===== src/rtl/coverage_span_buffer_defines.svh =====
// Assertion macros shared by the coverage span buffer RTL.
// Define ASSERT_OFF to compile every assertion away.
`ifndef COVERAGE_SPAN_BUFFER_DEFINES_SVH
`define COVERAGE_SPAN_BUFFER_DEFINES_SVH
`ifndef ASSERT_OFF
`define SB_ASSERT(lbl, prop, msg) lbl: assert property (prop) else $error(msg);
`define SB_ASSERT_CLK(lbl, prop, msg) \
    `SB_ASSERT(lbl, @(posedge clk) disable iff (!rst_n) prop, msg)
`else
`define SB_ASSERT(lbl, prop, msg)
`define SB_ASSERT_CLK(lbl, prop, msg)
`endif
`endif


===== src/rtl/spanbuf_pkg.sv =====
// Package for the coverage span buffer: sizes, command and register codes,
// datapath operation codes and the controller status struct. No dependencies.
`timescale 1ns / 1ps

package spanbuf_pkg;

    localparam int MAX_LINES     = 1024;
    localparam int MAX_INTERVALS = 64;
    localparam int COORD_BITS    = 12;

    localparam int CFG_W  = 11;
    localparam int LIDX_W = 10;
    localparam int LINE_W = $clog2(MAX_LINES);
    localparam int SLOT_W = $clog2(MAX_INTERVALS);
    localparam int CNT_W  = $clog2(MAX_INTERVALS + 1);
    localparam int NL_W   = ($clog2(MAX_LINES + 1) > CFG_W) ? $clog2(MAX_LINES + 1) : CFG_W;
    localparam int IADDR_W = LINE_W + SLOT_W;

    localparam logic [CFG_W-1:0] OPEN_MAX = CFG_W'(MAX_LINES);

    localparam logic [1:0] CMD_CLEAR  = 2'd0;
    localparam logic [1:0] CMD_TEST   = 2'd1;
    localparam logic [1:0] CMD_INSERT = 2'd2;

    localparam logic [1:0] REG_SCREEN_LEFT  = 2'd0;
    localparam logic [1:0] REG_SCREEN_RIGHT = 2'd1;
    localparam logic [1:0] REG_LINE_COUNT   = 2'd2;

    localparam logic [CFG_W-1:0] RST_SCREEN_LEFT  = 11'd0;
    localparam logic [CFG_W-1:0] RST_SCREEN_RIGHT = 11'd639;
    localparam logic [CFG_W-1:0] RST_LINE_COUNT   = 11'd480;

    typedef logic signed [COORD_BITS-1:0] coord_t;

    typedef enum logic [4:0] {
        DP_NONE,
        DP_ACCEPT,
        DP_INIT,
        DP_CLR,
        DP_LRD,
        DP_LCAP,
        DP_IRD,
        DP_IEV,
        DP_TEV,
        DP_BEV,
        DP_WRR,
        DP_WRRB,
        DP_FIN_CLR,
        DP_FIN_OTHER,
        DP_FIN_NOUSE,
        DP_FIN_REV,
        DP_FIN_WALK
    } dp_op_t;

    typedef enum logic [2:0] {
        EV_KEEP,
        EV_STOP,
        EV_DROP,
        EV_LEFT,
        EV_RIGHT,
        EV_SPLIT,
        EV_OVF
    } ev_t;

    typedef struct packed {
        logic [1:0] cmd;
        logic       in_use;
        logic       span_rev;
        logic       init_last;
        logic       clr_end;
        logic       j_eq_cnt;
        logic       j_eq_o;
        logic       o1_eq_j;
        ev_t        ev;
    } sb_status_t;

endpackage


===== src/rtl/spanbuf_ctrl.sv =====
// Controller state machine of the coverage span buffer.
// Depends on spanbuf_pkg; drives datapath operations from datapath status.
`timescale 1ns / 1ps

module spanbuf_ctrl (
    input  logic                    clk,
    input  logic                    rst_n,
    input  logic                    start,
    input  spanbuf_pkg::sb_status_t status,
    output spanbuf_pkg::dp_op_t     op,
    output logic                    busy
);

    typedef enum logic [3:0] {
        S_INIT,
        S_IDLE,
        S_DISP,
        S_CLR,
        S_LCAP,
        S_REV,
        S_IRD,
        S_IEV,
        S_TRD,
        S_TEV,
        S_BRD,
        S_BEV,
        S_WRR,
        S_WRRB,
        S_END
    } state_t;

    state_t state_reg;
    state_t state_next;

    always_comb
    begin
        state_next = state_reg;
        op         = spanbuf_pkg::DP_NONE;
        unique case (state_reg)
            S_INIT:
            begin
                op = spanbuf_pkg::DP_INIT;
                if (status.init_last)
                begin
                    state_next = S_IDLE;
                end
            end
            S_IDLE:
            begin
                if (start)
                begin
                    op         = spanbuf_pkg::DP_ACCEPT;
                    state_next = S_DISP;
                end
            end
            S_DISP:
            begin
                if (status.cmd == spanbuf_pkg::CMD_CLEAR)
                begin
                    state_next = S_CLR;
                end
                else if (status.cmd == spanbuf_pkg::CMD_TEST ||
                         status.cmd == spanbuf_pkg::CMD_INSERT)
                begin
                    if (status.in_use)
                    begin
                        op         = spanbuf_pkg::DP_LRD;
                        state_next = S_LCAP;
                    end
                    else
                    begin
                        op         = spanbuf_pkg::DP_FIN_NOUSE;
                        state_next = S_IDLE;
                    end
                end
                else
                begin
                    op         = spanbuf_pkg::DP_FIN_OTHER;
                    state_next = S_IDLE;
                end
            end
            S_CLR:
            begin
                if (status.clr_end)
                begin
                    op         = spanbuf_pkg::DP_FIN_CLR;
                    state_next = S_IDLE;
                end
                else
                begin
                    op = spanbuf_pkg::DP_CLR;
                end
            end
            S_LCAP:
            begin
                op         = spanbuf_pkg::DP_LCAP;
                state_next = status.span_rev ? S_REV : S_IRD;
            end
            S_REV:
            begin
                op         = spanbuf_pkg::DP_FIN_REV;
                state_next = S_IDLE;
            end
            S_IRD:
            begin
                if (status.j_eq_cnt)
                begin
                    state_next = S_END;
                end
                else
                begin
                    op         = spanbuf_pkg::DP_IRD;
                    state_next = S_IEV;
                end
            end
            S_IEV:
            begin
                op = spanbuf_pkg::DP_IEV;
                if (status.cmd == spanbuf_pkg::CMD_TEST)
                begin
                    state_next = (status.ev == spanbuf_pkg::EV_KEEP) ? S_IRD : S_END;
                end
                else
                begin
                    unique case (status.ev)
                        spanbuf_pkg::EV_KEEP,
                        spanbuf_pkg::EV_DROP,
                        spanbuf_pkg::EV_LEFT,
                        spanbuf_pkg::EV_RIGHT: state_next = S_IRD;
                        spanbuf_pkg::EV_STOP,
                        spanbuf_pkg::EV_OVF:   state_next = status.j_eq_o ? S_END : S_TRD;
                        spanbuf_pkg::EV_SPLIT: state_next = status.j_eq_o ? S_BRD : S_WRR;
                        default:               state_next = S_END;
                    endcase
                end
            end
            S_TRD:
            begin
                if (status.j_eq_cnt)
                begin
                    state_next = S_END;
                end
                else
                begin
                    op         = spanbuf_pkg::DP_IRD;
                    state_next = S_TEV;
                end
            end
            S_TEV:
            begin
                op         = spanbuf_pkg::DP_TEV;
                state_next = S_TRD;
            end
            S_BRD:
            begin
                if (status.j_eq_o)
                begin
                    state_next = S_WRRB;
                end
                else
                begin
                    op         = spanbuf_pkg::DP_IRD;
                    state_next = S_BEV;
                end
            end
            S_BEV:
            begin
                op         = spanbuf_pkg::DP_BEV;
                state_next = S_BRD;
            end
            S_WRR:
            begin
                op         = spanbuf_pkg::DP_WRR;
                state_next = status.o1_eq_j ? S_END : S_TRD;
            end
            S_WRRB:
            begin
                op         = spanbuf_pkg::DP_WRRB;
                state_next = S_END;
            end
            S_END:
            begin
                op         = spanbuf_pkg::DP_FIN_WALK;
                state_next = S_IDLE;
            end
            default:
            begin
                state_next = S_IDLE;
            end
        endcase
    end

    always_ff @(posedge clk or negedge rst_n)
    begin
        if (!rst_n)
        begin
            state_reg <= S_INIT;
        end
        else
        begin
            state_reg <= state_next;
        end
    end

    assign busy = (state_reg != S_IDLE);

endmodule


===== config.mk =====
export PLATFORM = sky130hd
export DESIGN_NAME = spanbuf_ctrl
export DESIGN_NICKNAME = d
export VERILOG_FILES = /design/src/rtl/coverage_span_buffer_defines.svh /design/src/rtl/spanbuf_pkg.sv /design/src/rtl/spanbuf_ctrl.sv
export SDC_FILE = /design/constraint.sdc
export NUM_CORES = 1
export LEC_CHECK = 0
export ABC_AREA = 1
export ABC_CLOCK_PERIOD_IN_PS = 1700
export BUFFER_PORTS_ARGS = -buffer_cell sky130_fd_sc_hd__buf_4
export CAP_MARGIN = 20
export CORE_UTILIZATION = 40
export DETAILED_ROUTE_END_ITERATION = 12
export GPL_ROUTABILITY_DRIVEN = 0
export PLACE_DENSITY = 0.65
export SLEW_MARGIN = 25
export SYNTH_ARGS = -nofsm -noshare
export SYNTH_HDL_FRONTEND = slang
export SYNTH_SLANG_ARGS = --single-unit

===== constraint.sdc =====
create_clock -name clk -period 1.7 [get_ports clk]
set_input_delay 0.085 -clock clk [delete_from_list [all_inputs] [get_ports clk]]
set_output_delay 0.085 -clock clk [all_outputs]
set_load 0.01 [all_outputs]

### Yosys cells after proc, flatten, opt, wreduce, memory -nomap -nowiden

Cells that the tools add are included.

| word-level totals | value |
|---|---|
| memories kept | 0 |
| bits in latches | 0 |
| output and inout bits | 6 |
| word-level logic and storage cells | 60 |
| bits in registers | 4 |
| bits in writable memories | 0 |
| input port bits | 15 |
| bits in read-only memories | 0 |

| operators by class | value |
|---|---|
| multiplexer cells | 25 |
| $lt $le $gt $ge | 0 |
| reduce and logical (&&, ||, !) cells | 8 |
| $add $sub $neg | 0 |
| shifts and indexed selects | 0 |
| eq/ne operators | 26 |
| multiply operators | 0 |
| div/mod/pow operators | 0 |
| bitwise operators | 0 |

Operators with widths:

| operator | number |
|---|---|
| $pmux 5 s14 | 1 |
| $pmux 4 s13 | 1 |
| $mux 4 | 10 |
| $eq 4x4->1 const B | 7 |
| $mux 3 | 8 |
| $eq 4x3->1 const B | 4 |
| $pmux 4 s3 | 1 |
| $mux 5 | 2 |
| $eq 3x3->1 const B | 3 |
| $eq 4x2->1 const B | 2 |
| $eq 3x2->1 const B | 2 |
| $ne 2x2->1 const B | 3 |
| $eq 4x1->1 const B | 1 |
| $logic_not 4->1 | 1 |
| $ne 4x1->1 const B | 1 |
| $reduce_or 2->1 | 2 |
| $reduce_or 4->1 | 1 |
| $eq 3x1->1 const B | 1 |
| $logic_not 3->1 | 1 |
| $reduce_and 3->1 | 1 |
| $eq 2x1->1 const B | 1 |
| $eq 2x2->1 const B | 1 |
| $logic_not 2->1 | 1 |
| $mux 2 | 1 |
| 2 further kinds | 2 |

### Logic depth before layout (Yosys ltp)

Gate-level depths: netlist (run 1).

| logic depth | value |
|---|---|
| depth after elaboration | 5 |
| depth in mapped cells | 10 |
| mapped depth without buffers | 10 |

### Worst setup path before layout (run 1)

OpenSTA, ideal clock, no wires.

| timing | value |
|---|---|
| path type | reg2reg |
| start | reg state_reg[2] |
| end | reg state_reg[1] |
| data required time | 1.579 ns |
| arrival time | 1.168 ns |
| cell stages (with the launch flop) | 7 |
| slack | 0.412 ns |
| setup time | 0.121 ns |
| buffers on the path | 0 |
| clock period less this slack | 1.288 ns |
| cell sequence | dfrtp_1 -> nor2_2 -> nand2_1 -> o21ai_1 -> nor2_1 -> nand2_1 -> nand2_1 |

| on the way | value |
|---|---|
| word-level cells in the longest chain between the ends | 3 |
| elaborated cells on any way between the ends | 18 |
| classes of those cells | 15 x eq/ne; 1 x mux; 2 x reduce/logical |

Ends and longest elaborated chain:

| element | line | RTL |
|---|---|---|
| start: declaration | spanbuf_ctrl.sv:32 | `state_t state_reg;` |
| start signal: assignment | spanbuf_ctrl.sv:201 | `state_reg <= state_next;` |
| $eq 4x2->1 (tied with other cells) | spanbuf_ctrl.sv:39 | `unique case (state_reg)` |
| $ne 2x2->1 (no line) | -- |  |
| $reduce_and 3->1 (no line) | -- |  |

Several ways; a longest one is shown, not always the timed one.
A chain may end at the register's enable or synchronous reset.

### Worst setup path after layout (run 1)

| timing | value |
|---|---|
| start | reg state_reg[2] |
| end | out op[2] |

| on the way | value |
|---|---|
| word-level cells in the longest chain between the ends | 3 |
| elaborated cells on any way between the ends | 17 |
| classes of those cells | 14 x eq/ne; 1 x mux; 2 x reduce/logical |

Ends and longest elaborated chain:

| element | line | RTL |
|---|---|---|
| $eq 4x4->1 / $eq 4x3->1 (equally long branches) | spanbuf_ctrl.sv:39 |  |
| $reduce_or 2->1 (no line) | -- |  |
| $pmux 5 s14 * | spanbuf_ctrl.sv:39 |  |
| end: declaration | spanbuf_ctrl.sv:10 | `output spanbuf_pkg::dp_op_t op,` |

Mark *: on every way between the ends. The rest lies on a longest branch, timed or not.

==> impl_results.md, run 1 <==
- Status: finished, final reports clean
- Crit Reg-Reg Startpoint: state_reg[0]$_DFFE_PN0P_
- Mapped Cells: 124
- Ys flop type: dfrtp_1
- Commonest cells post-synth: 34 x nand2_1, 19 x nand3_1, 17 x nor2_1
- Min-delay src: status[4]
- Vias in the first global route: 763
- Total gr overflow: 0
- Vias: 881
- Hpwl dp: 1.56 mm
- Setup TNS: 0 ns
- Syn_area_per_cell: 5.39 um2
- Critical path arrival: 1.53 ns
- Max reg flops: 4
- Final nets: 170
- Dominant cell by count in the synthesized netlist: nand2_1
- Final slew viol count: 0
- Async set-reset flop share out of synthesis: 100%
- Maximum vdd drop: 0.000564 V
- Vias per inst: 5.31
- Final Setup Violations: 0
- Clock Sinks: 4
- Clock buffer depth: 2
- Final hold violations: 0
- Leading area contributor after synthesis: nand2_1
- Total track usage: 21.0%
- Layout cells sized above 1: 28.7%
- Area growth syn-to-layout: 34.3%
- Final antenna-violating net count: 0
- Cell Rows: 14
- Design Area, Final: 897 um2
- Drt wl/cell: 11.2 um
- Worst Tran Pin Value: 0.337 ns
- Slew headroom: 77.4%
- Post-synth top area share: 19.1%
- Top-Level Pins: 21
- Router iterations before antenna repair: 4
- # DRC: 0
- CP startpoint kind: register
- Insertion delay to the later sink of the worst-skew pair: 0.23 ns
- Die extent in x: 42.9 um
- Initial antenna violation count: 0
- Synthesis Warnings: 0
- First-pass GRT wire length: 3.04 mm
- Minimum clock period: 1.62 ns
- Reg2reg setup slack: 0.28 ns
- Setup CP Type: register to output port
- Min-delay worst type: input pin to register
- Required time of the critical path: 1.62 ns
- Routed WL: 1.85 mm
- Height of the die: 42.9 um
- Core region area: 1540 um2
- Detailed Route Iter0 Violations: 49
- H-tree depth: 1
- Post-Synthesis Cell Area: 668 um2
- CTS root buffer: clkbuf_4
- DP Area: 838 um2
- Period Utilization, post-route: 95.3%
- Critical Path Sink Type: output port
- Worst hold margin: 0.101 ns
- Count of input and output buffers: 20
- Max Cap Viol: 0
- Largest net degree at the start of global routing: 9
- FILL cells: 152
- Initial core utilization: 43.3%
- Clock-pin slew on the worst setup and hold paths: 0.04 ns
- RSZ-0062 raised after global routing: false
- Crit-path max FO: 6
- Die area: 1840 um2
- Yosys cell types: 18
- EDFF count, synth: 0
- CTS Buf Count: 3
- Pleak: 0.494 nW
- Clock Skews: 0.00481 ns
- Power Dens Cells: 1440 nW/um2
- Post-synthesis net count: 142
- CTS tree: yes
- Diode count: 0
- Main area contributors after synthesis: nand2_1 19%, dfrtp_1 15%, nand3_1 14%, nor2_1 9.6%, inv_1 7.9%
- Fmax: 617 MHz
- Sequential-to-total area share from yosys stat: 15.0%
- #FFs+latches synth: 4
- Worst setup startpoint: state_reg[2]$_DFFE_PN0P_
final cells by class:
class,instances,area [um2],share of cell area [%]
inverters,21,78.8,8.79
flip-flops and latches,4,104,11.6
clock buffers,3,22.5,2.51
repair buffers,23,175,19.5
well taps,16,20.0,2.23
multi-input cells,99,497,55.4
per-stage QoR:
| stage | std cells | utilization (%) | total power [mW] | worst slack, ns |
|---|---|---|---|---|
| after CTS | 164 | 56.9 | 1.26 | 0.0334 |
| after global routing | 166 | 58.2 | 1.42 | 0.00118 |
| after global placement | 160 | 54.4 | 1.13 | 0.185 |
| after floorplan | 124 | - | 0.807 | 0.412 |
| after detailed placement | 160 | 54.4 | 1.13 | 0.227 |
| final | 166 | 58.2 | 1.29 | 0.0802 |
placed cells by master, fill, tap and decap left out:
| master | n |
|---|---|
| dfrtp_2 | 3 |
| a21oi_1 | 3 |
| dlygate4sd3_1 | 1 |
| nand2_1 | 34 |
| o21ai_0 | 3 |
| nand3b_1 | 2 |
| o2111ai_1 | 2 |
| dfrtp_1 | 1 |
| ha_1 | 3 |
| nand4_1 | 4 |
| nor2_2 | 5 |
| o211ai_1 | 1 |
| nor2_1 | 16 |
| inv_1 | 14 |
| nor2_4 | 2 |
| or2_2 | 1 |
| clkbuf_4 | 3 |
| o22ai_1 | 1 |
| o21ai_1 | 3 |
| nand3_1 | 19 |
| buf_4 | 22 |
| inv_2 | 7 |
worst max-delay path: stages, from the launching register on:
cell	delay, ns
dfrtp_2	0.45
nand2_1	0.20
nor2_2	0.09
inv_2	0.07
nand2_1	0.05
nor2_1	0.17
o2111ai_1	0.13
buf_4	0.16
cell families after synthesis:
family                   Yosys count  share of synthesized area (%)
AND/OR/NAND/NOR                   83                           56.2
buffers and inverters             21                           11.8
AO/OA/AOI/OAI                     13                           11.4
adder cells (fa/ha/maj)            3                           5.62
flip-flops                         4                           15.0
report_power, final:
part / total, mW / internal (mW) / switching [mW]
Combinational: 0.949 / 0.387 / 0.562
Clock: 0.111 / 0.0785 / 0.0327
Sequential: 0.230 / 0.145 / 0.0850
repair_timing:
action                                 4_1_cts  5_1_grt
resized for setup                            2        3
hold buffers                                 1        0
endpoints found under the hold margin        4        0
setup endpoints to repair                    3        3
pin swaps                                    0        1
setup buffers                                0        2
worst paths after layout:
path	endpoint	cells past startpoint
max	op[2]	7
min	state_reg[2]$_DFFE_PN0P_	3
max reg2reg	state_reg[1]$_DFFE_PN0P_	7
min reg2reg	state_reg[3]$_DFFE_PN0P_	2
max in group asynchronous	state_reg[1]$_DFFE_PN0P_	2
min in group asynchronous	state_reg[2]$_DFFE_PN0P_	2
layer usage:
| layer | GRT usage (%) | part of all wire (%) | routed length, um | vias to the layer above |
|---|---|---|---|---|
| met5 | 0 | 0 | 0 | - |
| met4 | 5.63 | 0 | 0 | 0 |
| met3 | 0 | 6.1 | 113 | 0 |
| met2 | 34.5 | 49 | 914 | 33 |
| met1 | 30.3 | 45 | 826 | 390 |
| li1 | - | - | - | 458 |
Power figures use the tool's default switching activity.
==> run 2: changes to the inputs <==
--- a/config.mk
+++ b/config.mk
@@ -12,7 +12,7 @@
 export CORE_UTILIZATION = 40
 export DETAILED_ROUTE_END_ITERATION = 12
 export GPL_ROUTABILITY_DRIVEN = 0
-export PLACE_DENSITY = 0.65
+export PLACE_DENSITY = 0.76
 export SLEW_MARGIN = 25
 export SYNTH_ARGS = -nofsm -noshare
 export SYNTH_HDL_FRONTEND = slang
==> run 2 against run 1 <==
- cell count did not move
- largest power group unchanged
- sequential cell count did not move
- routed wire length rose by 1.7%
==> impl_results.md, run 2 (same netlist as run 1, synthesis figures left out) <==
- Die extent in x: 42.9 um
- Area growth syn-to-layout: 35.2%
- Slew headroom: 77.9%
- Largest net degree at the start of global routing: 9
- CTS tree: yes
- # DRC: 0
- Initial core utilization: 43.3%
- Total gr overflow: 0
- CP startpoint kind: register
- Status: finished, final reports clean
- Worst Tran Pin Value: 0.330 ns
- Max reg flops: 4
- Routed WL: 1.89 mm
- Power Dens Cells: 1460 nW/um2
- Fmax: 616 MHz
- Max Cap Viol: 0
- Drt wl/cell: 11.4 um
- Top-Level Pins: 21
- Required time of the critical path: 1.62 ns
- CTS root buffer: clkbuf_4
- Hpwl dp: 1.59 mm
- Clock Skews: 0.00244 ns
- Commonest non-fill, non-tap cells in the layout: 32 x nand2_1, 22 x buf_4, 19 x nand3_1, 16 x nor2_1, 14 x inv_1
- DP Area: 838 um2
- Total track usage: 22.5%
- Pleak: 0.493 nW
- Vias in the first global route: 803
- RSZ-0062 raised after global routing: false
- Final antenna-violating net count: 0
- Maximum vdd drop: 0.000496 V
- Final slew viol count: 0
- Critical Path Sink Type: output port
- Critical path arrival: 1.54 ns
- Min-delay worst type: input pin to register
- Crit-path max FO: 7
- Final hold violations: 0
- Core region area: 1540 um2
- Vias: 875
- Period Utilization, post-route: 95.6%
- Vias per inst: 5.27
- Diode count: 0
- Initial antenna violation count: 0
- Detailed Route Iter0 Violations: 25
- Die area: 1840 um2
- Clock Sinks: 4
- Setup TNS: 0 ns
- Cell Rows: 14
- CTS Buf Count: 3
- Minimum clock period: 1.62 ns
- H-tree depth: 1
- Count of input and output buffers: 20
- FILL cells: 162
- Router iterations before antenna repair: 5
- Clock-pin slew on the worst setup and hold paths: 0.04 ns
- Clock buffer depth: 2
- Design Area, Final: 903 um2
- Height of the die: 42.9 um
- Commonest non-fill, non-tap cell in the layout: nand2_1
- First-pass GRT wire length: 3.26 mm
- Setup CP Type: register to output port
- Final nets: 170
- Layout cells sized above 1: 30.7%
- Insertion delay to the later sink of the worst-skew pair: 0.23 ns
- Final Setup Violations: 0
-- run 2: cell types whose count changed in the layout (fill, tap and decap cells not counted) --
| cell | previous run | this run |
|---|---|---|
| nand2_1 | 34 | 32 |
| dfrtp_1 | 1 | 0 |
| dfrtp_2 | 3 | 4 |
| nand2_2 | 0 | 2 |
-- run 2: worst paths after layout --
path / cells after the start / from / end / slack (ns)
max in group asynchronous: 2 / rst_n / state_reg[1]$_DFFE_PN0P_ / 1.39
worst min-delay path: 3 / status[4] / state_reg[2]$_DFFE_PN0P_ / 0.1
worst max-delay path: 8 / state_reg[1]$_DFFE_PN0P_ / op[2] / 0.08
min in group asynchronous: 2 / rst_n / state_reg[2]$_DFFE_PN0P_ / 0.20
worst min register to register: 3 / state_reg[0]$_DFFE_PN0P_ / state_reg[3]$_DFFE_PN0P_ / 0.72
worst max register to register: 6 / state_reg[3]$_DFFE_PN0P_ / state_reg[1]$_DFFE_PN0P_ / 0.30
-- run 2: area by class of cell --
class	instances	area (um2)	area share (%)
repair buffers	23	175	19.4
clock buffers	3	22.5	2.49
flip-flops and latches	4	105	11.6
well taps	16	20.0	2.22
multi-input cells	99	502	55.5
inverters	21	78.8	8.73
-- run 2: power by group --
part | internal (mW) | switching (mW) | total (mW)
clock network | 0.0789 | 0.0368 | 0.116
registers | 0.147 | 0.0918 | 0.239
logic | 0.390 | 0.571 | 0.961
-- run 2: critical path, cell delays in order (launching register included) --
cell,delay [ns]
dfrtp_2,0.46
inv_2,0.10
nor2_4,0.06
buf_4,0.14
nand3_1,0.07
nand2_1,0.06
nor2_1,0.15
o2111ai_1,0.12
buf_4,0.16
-- run 2: repair_timing --
| action | 4_1_cts | 5_1_grt |
|---|---|---|
| gates resized for setup | 2 | 6 |
| endpoints found under the setup margin | 3 | 4 |
| pin swaps | 0 | 2 |
| hold endpoints to repair | 4 | 0 |
| setup buffers | 0 | 2 |
| hold buffers | 1 | 0 |
| gates cloned | 0 | 0 |
-- run 2: routing by layer --
metal | wire length [um] | up-vias | track usage [%]
met1 | 850 | 396 | 29.3
met3 | 70 | 0 | 1.28
met2 | 965 | 25 | 40.6
li1 | - | 454 | -
met4 | 0 | 0 | 4.38
met5 | 0 | - | 0
-- run 2: through the flow --
step           worst slack [ns]  power [mW]  hold slack, ns  utilization, %  std cells
2_1_floorplan             0.412       0.807          -0.211               -        124
3_3_place_gp              0.208        1.12          -0.120            54.4        160
3_5_place_dp              0.191        1.14          -0.116            54.4        160
4_1_cts                  0.0340        1.27          0.0996            56.9        164
5_1_grt                 0.00825        1.45           0.111            58.6        166
6_report                 0.0755        1.32           0.100            58.6        166
==> run 3: changes to the inputs <==
--- a/config.mk
+++ b/config.mk
@@ -5,14 +5,14 @@
 export SDC_FILE = /design/constraint.sdc
 export NUM_CORES = 1
 export LEC_CHECK = 0
-export ABC_AREA = 1
+export ABC_AREA = 0
 export ABC_CLOCK_PERIOD_IN_PS = 1700
 export BUFFER_PORTS_ARGS = -buffer_cell sky130_fd_sc_hd__buf_4
 export CAP_MARGIN = 20
 export CORE_UTILIZATION = 40
 export DETAILED_ROUTE_END_ITERATION = 12
 export GPL_ROUTABILITY_DRIVEN = 0
-export PLACE_DENSITY = 0.76
+export PLACE_DENSITY = 0.75
 export SLEW_MARGIN = 25
 export SYNTH_ARGS = -nofsm -noshare
 export SYNTH_HDL_FRONTEND = slang
==> run 3 against run 2 <==
- the run now ends with negative setup slack left
- critical path type unchanged
- cell count increased by 4.2%
- largest cell class unchanged
- count of clock-buffer cells in the layout is the same
- worst hold slack worse by 0.012 ns
- sequential cell count stayed put
==> impl_results.md, run 3 <==
- Mapped Cells: 115
- Seq pwr share: 12.9%
- Net switching power: 0.890 mW
- Die extent in x: 45.7 um
- Cell Rows: 15
- Core region area: 1760 um2
- RSZ-0062 raised after global routing: true
- FILL cells: 162
- Vias in the first global route: 843
- Max layer used: met4
- Total track usage: 25.4%
- Net Sw Frac: 48.2%
- H-tree depth: 1
- Final antenna-violating net count: 0
- Ys flop type: dfrtp_1
- Hold path endpoint: state_reg[0]$_DFFE_PN0P_
- Leading area contributor after synthesis: dfrtp_1
- Setup CP Type: register to output port
- Minimum clock period: 1.72 ns
- Final nets: 168
- Sequential-to-total area share from yosys stat: 13.1%
- Die area: 2090 um2
- Post-synthesis net count: 133
- Final Setup Violations: 1
- Commonest non-fill, non-tap cells in the layout: 34 x buf_4, 15 x a21oi_1, 11 x nand2_1, 8 x o21ai_0, 8 x nor2_1
- Slew headroom: 78.9%
- R2R depth: 6
- Router iterations before antenna repair: 4
- Routed met1 length: 1.08 mm
- Final slew viol count: 0
- Max Cap Viol: 0
- Non-Filler Instances: 173
- Crit-path max FO: 12
- Largest net degree at the start of global routing: 19
- Worst setup startpoint: state_reg[1]$_DFFE_PN0P_
- CTS root buffer: clkbuf_4
- Final hold violations: 0
- Pleak: 0.485 nW
- Post-synth top area share: 13.1%
- Routed wl met3: 135 um
- Design Area, Final: 1110 um2
- Synthesis Warnings: 0
- Dominant cell by count in the synthesized netlist: a21oi_1
- Main area contributors after synthesis: dfrtp_1 13%, a21oi_1 10%, o21ai_0 6.5%, nand2_1 5.4%, buf_4 4.9%
- Hpwl dp: 1.57 mm
- Routed WL: 2.50 mm
- Max reg flops: 4
- Maximum vdd drop: 0.000641 V
- Worst hold margin: 0.0882 ns
- Drt wl/cell: 14.5 um
- Yosys cell types: 36
- Post-Synthesis Cell Area: 764 um2
- Total gr overflow: 0
- Initial antenna violation count: 0
- Clock buffer depth: 2
- Diode count: 0
- Min-delay worst type: input pin to register
- Fmax: 582 MHz
- CTS tree: yes
- Reg2reg setup slack: 0.10 ns
- Finished Core Util: 63.1%
- Clock Sinks: 4
- Vias: 980
- Failing checks: negative setup slack
- Async set-reset flop share out of synthesis: 100%
- Vias per inst: 5.66
- Area growth syn-to-layout: 45.7%
- Worst Tran Pin Value: 0.313 ns
- Fin worst setup slack: -0.0189 ns
- # DRC: 0
- Detailed Route Iter0 Violations: 48
- Critical Path Sink Type: output port
- Clk network pwr share: 7.7%
- Clock-pin slew on the worst setup and hold paths: 0.05 ns
- Top-Level Pins: 21
- Clock Skews: 0.00808 ns
- EDFF count, synth: 0
- Setup TNS: -0.0189 ns
- Count of input and output buffers: 20
- Internal power: 0.956 mW
- #FFs+latches synth: 4
- CP startpoint kind: register
- Commonest cells post-synth: 16 x a21oi_1, 11 x nand2_1, 10 x o21ai_0
- Crit Reg-Reg Startpoint: state_reg[2]$_DFFE_PN0P_
- Initial core utilization: 43.3%
- Placed insts: 159
- DP Area: 958 um2
- CTS Buf Count: 3
- Routed length on met2: 1.21 mm
- First-pass GRT wire length: 3.75 mm
- Required time of the critical path: 1.62 ns
- Total power draw: 1.85 mW
- Power Dens Cells: 1660 nW/um2
- Syn_area_per_cell: 6.65 um2
- Reg-to-reg critical path endpoint: state_reg[1]$_DFFE_PN0P_
- Min-delay src: status[7]
- WHS Path Cells: 3
- Period Utilization, post-route: 101%
- Critical path arrival: 1.63 ns
- Height of the die: 45.7 um
- Status: finished, violations left
- Insertion delay to the later sink of the worst-skew pair: 0.26 ns
- Pre-CTS WS: 0.111 ns
- Layout cells sized above 1: 35.1%
- Logic pwr share: 79.4%
- Commonest non-fill, non-tap cell in the layout: buf_4
-- run 3: changes by cell type after synthesis, sizes merged, moves of 3 or more --
cell	delta
a21oi	+13
buf	+8
inv	-14
nand2	-23
nand2b	+5
nand3	-18
nand4	-4
nor2	-15
nor2b	+5
nor3	+4
nor3b	+3
nor4	+3
o21ai	+6
-- run 3: logic make-up (layout without fill, tap and decap cells) --
group,Yosys count,count (layout),synth area share [%]
buffers and inverters,15,48,10.3
XOR/XNOR,1,1,1.15
AO/OA/AOI/OAI,43,43,33.1
flip-flops,4,4,13.1
multiplexers,2,2,2.62
AND/OR/NAND/NOR,47,47,34.9
adder cells (fa/ha/maj),3,3,4.91
-- run 3: how the worst max path moves through the flow --
stage               endpoint  cells past startpoint
floorplan              op[0]                      5
global placement       op[1]                      5
detailed placement     op[1]                      5
CTS                    op[1]                      6
global route           op[1]                      5
finish                 op[1]                      5
-- run 3: power groups by stage --
stage / Sequential [mW] / Clock [mW] / Combinational (mW)
3_3_place_gp: 0.255 / 0 / 1.11
3_5_place_dp: 0.262 / 0 / 1.13
2_1_floorplan: 0.190 / 0 / 0.838
6_report: 0.239 / 0.142 / 1.47
4_1_cts: 0.248 / 0.141 / 1.24
5_1_grt: 0.247 / 0.149 / 1.60
-- run 3: timing repair --
action                                 in CTS  in global routing
gates resized for setup                     6                  8
hold buffers                                1                  0
setup buffers                               4                  6
endpoints found under the hold margin       4                  0
pin swaps                                   0                  2
setup endpoints to repair                   4                  4
-- run 3: per-layer routing --
layer,global-route usage (%),vias to the layer above
met5,0,-
met4,17.1,0
met3,4.37,8
met2,35.4,47
met1,35.1,443
li1,-,482
-- run 3: critical path, stage by stage, from the launching register on --
cell	delay [ns]
dfrtp_2	0.48
buf_4	0.18
nor4_2	0.35
a21oi_2	0.07
o211ai_1	0.12
buf_4	0.16
-- run 3: final cells by class --
type                       instances  area [um2]  area share, %
inverter                           7        26.3           2.36
tap                               25        31.3           2.81
sequential                         4         105           9.44
multi-input combinational         96         621           55.7
timing repair buffer              38         308           27.6
clock buffer                       3        22.5           2.02
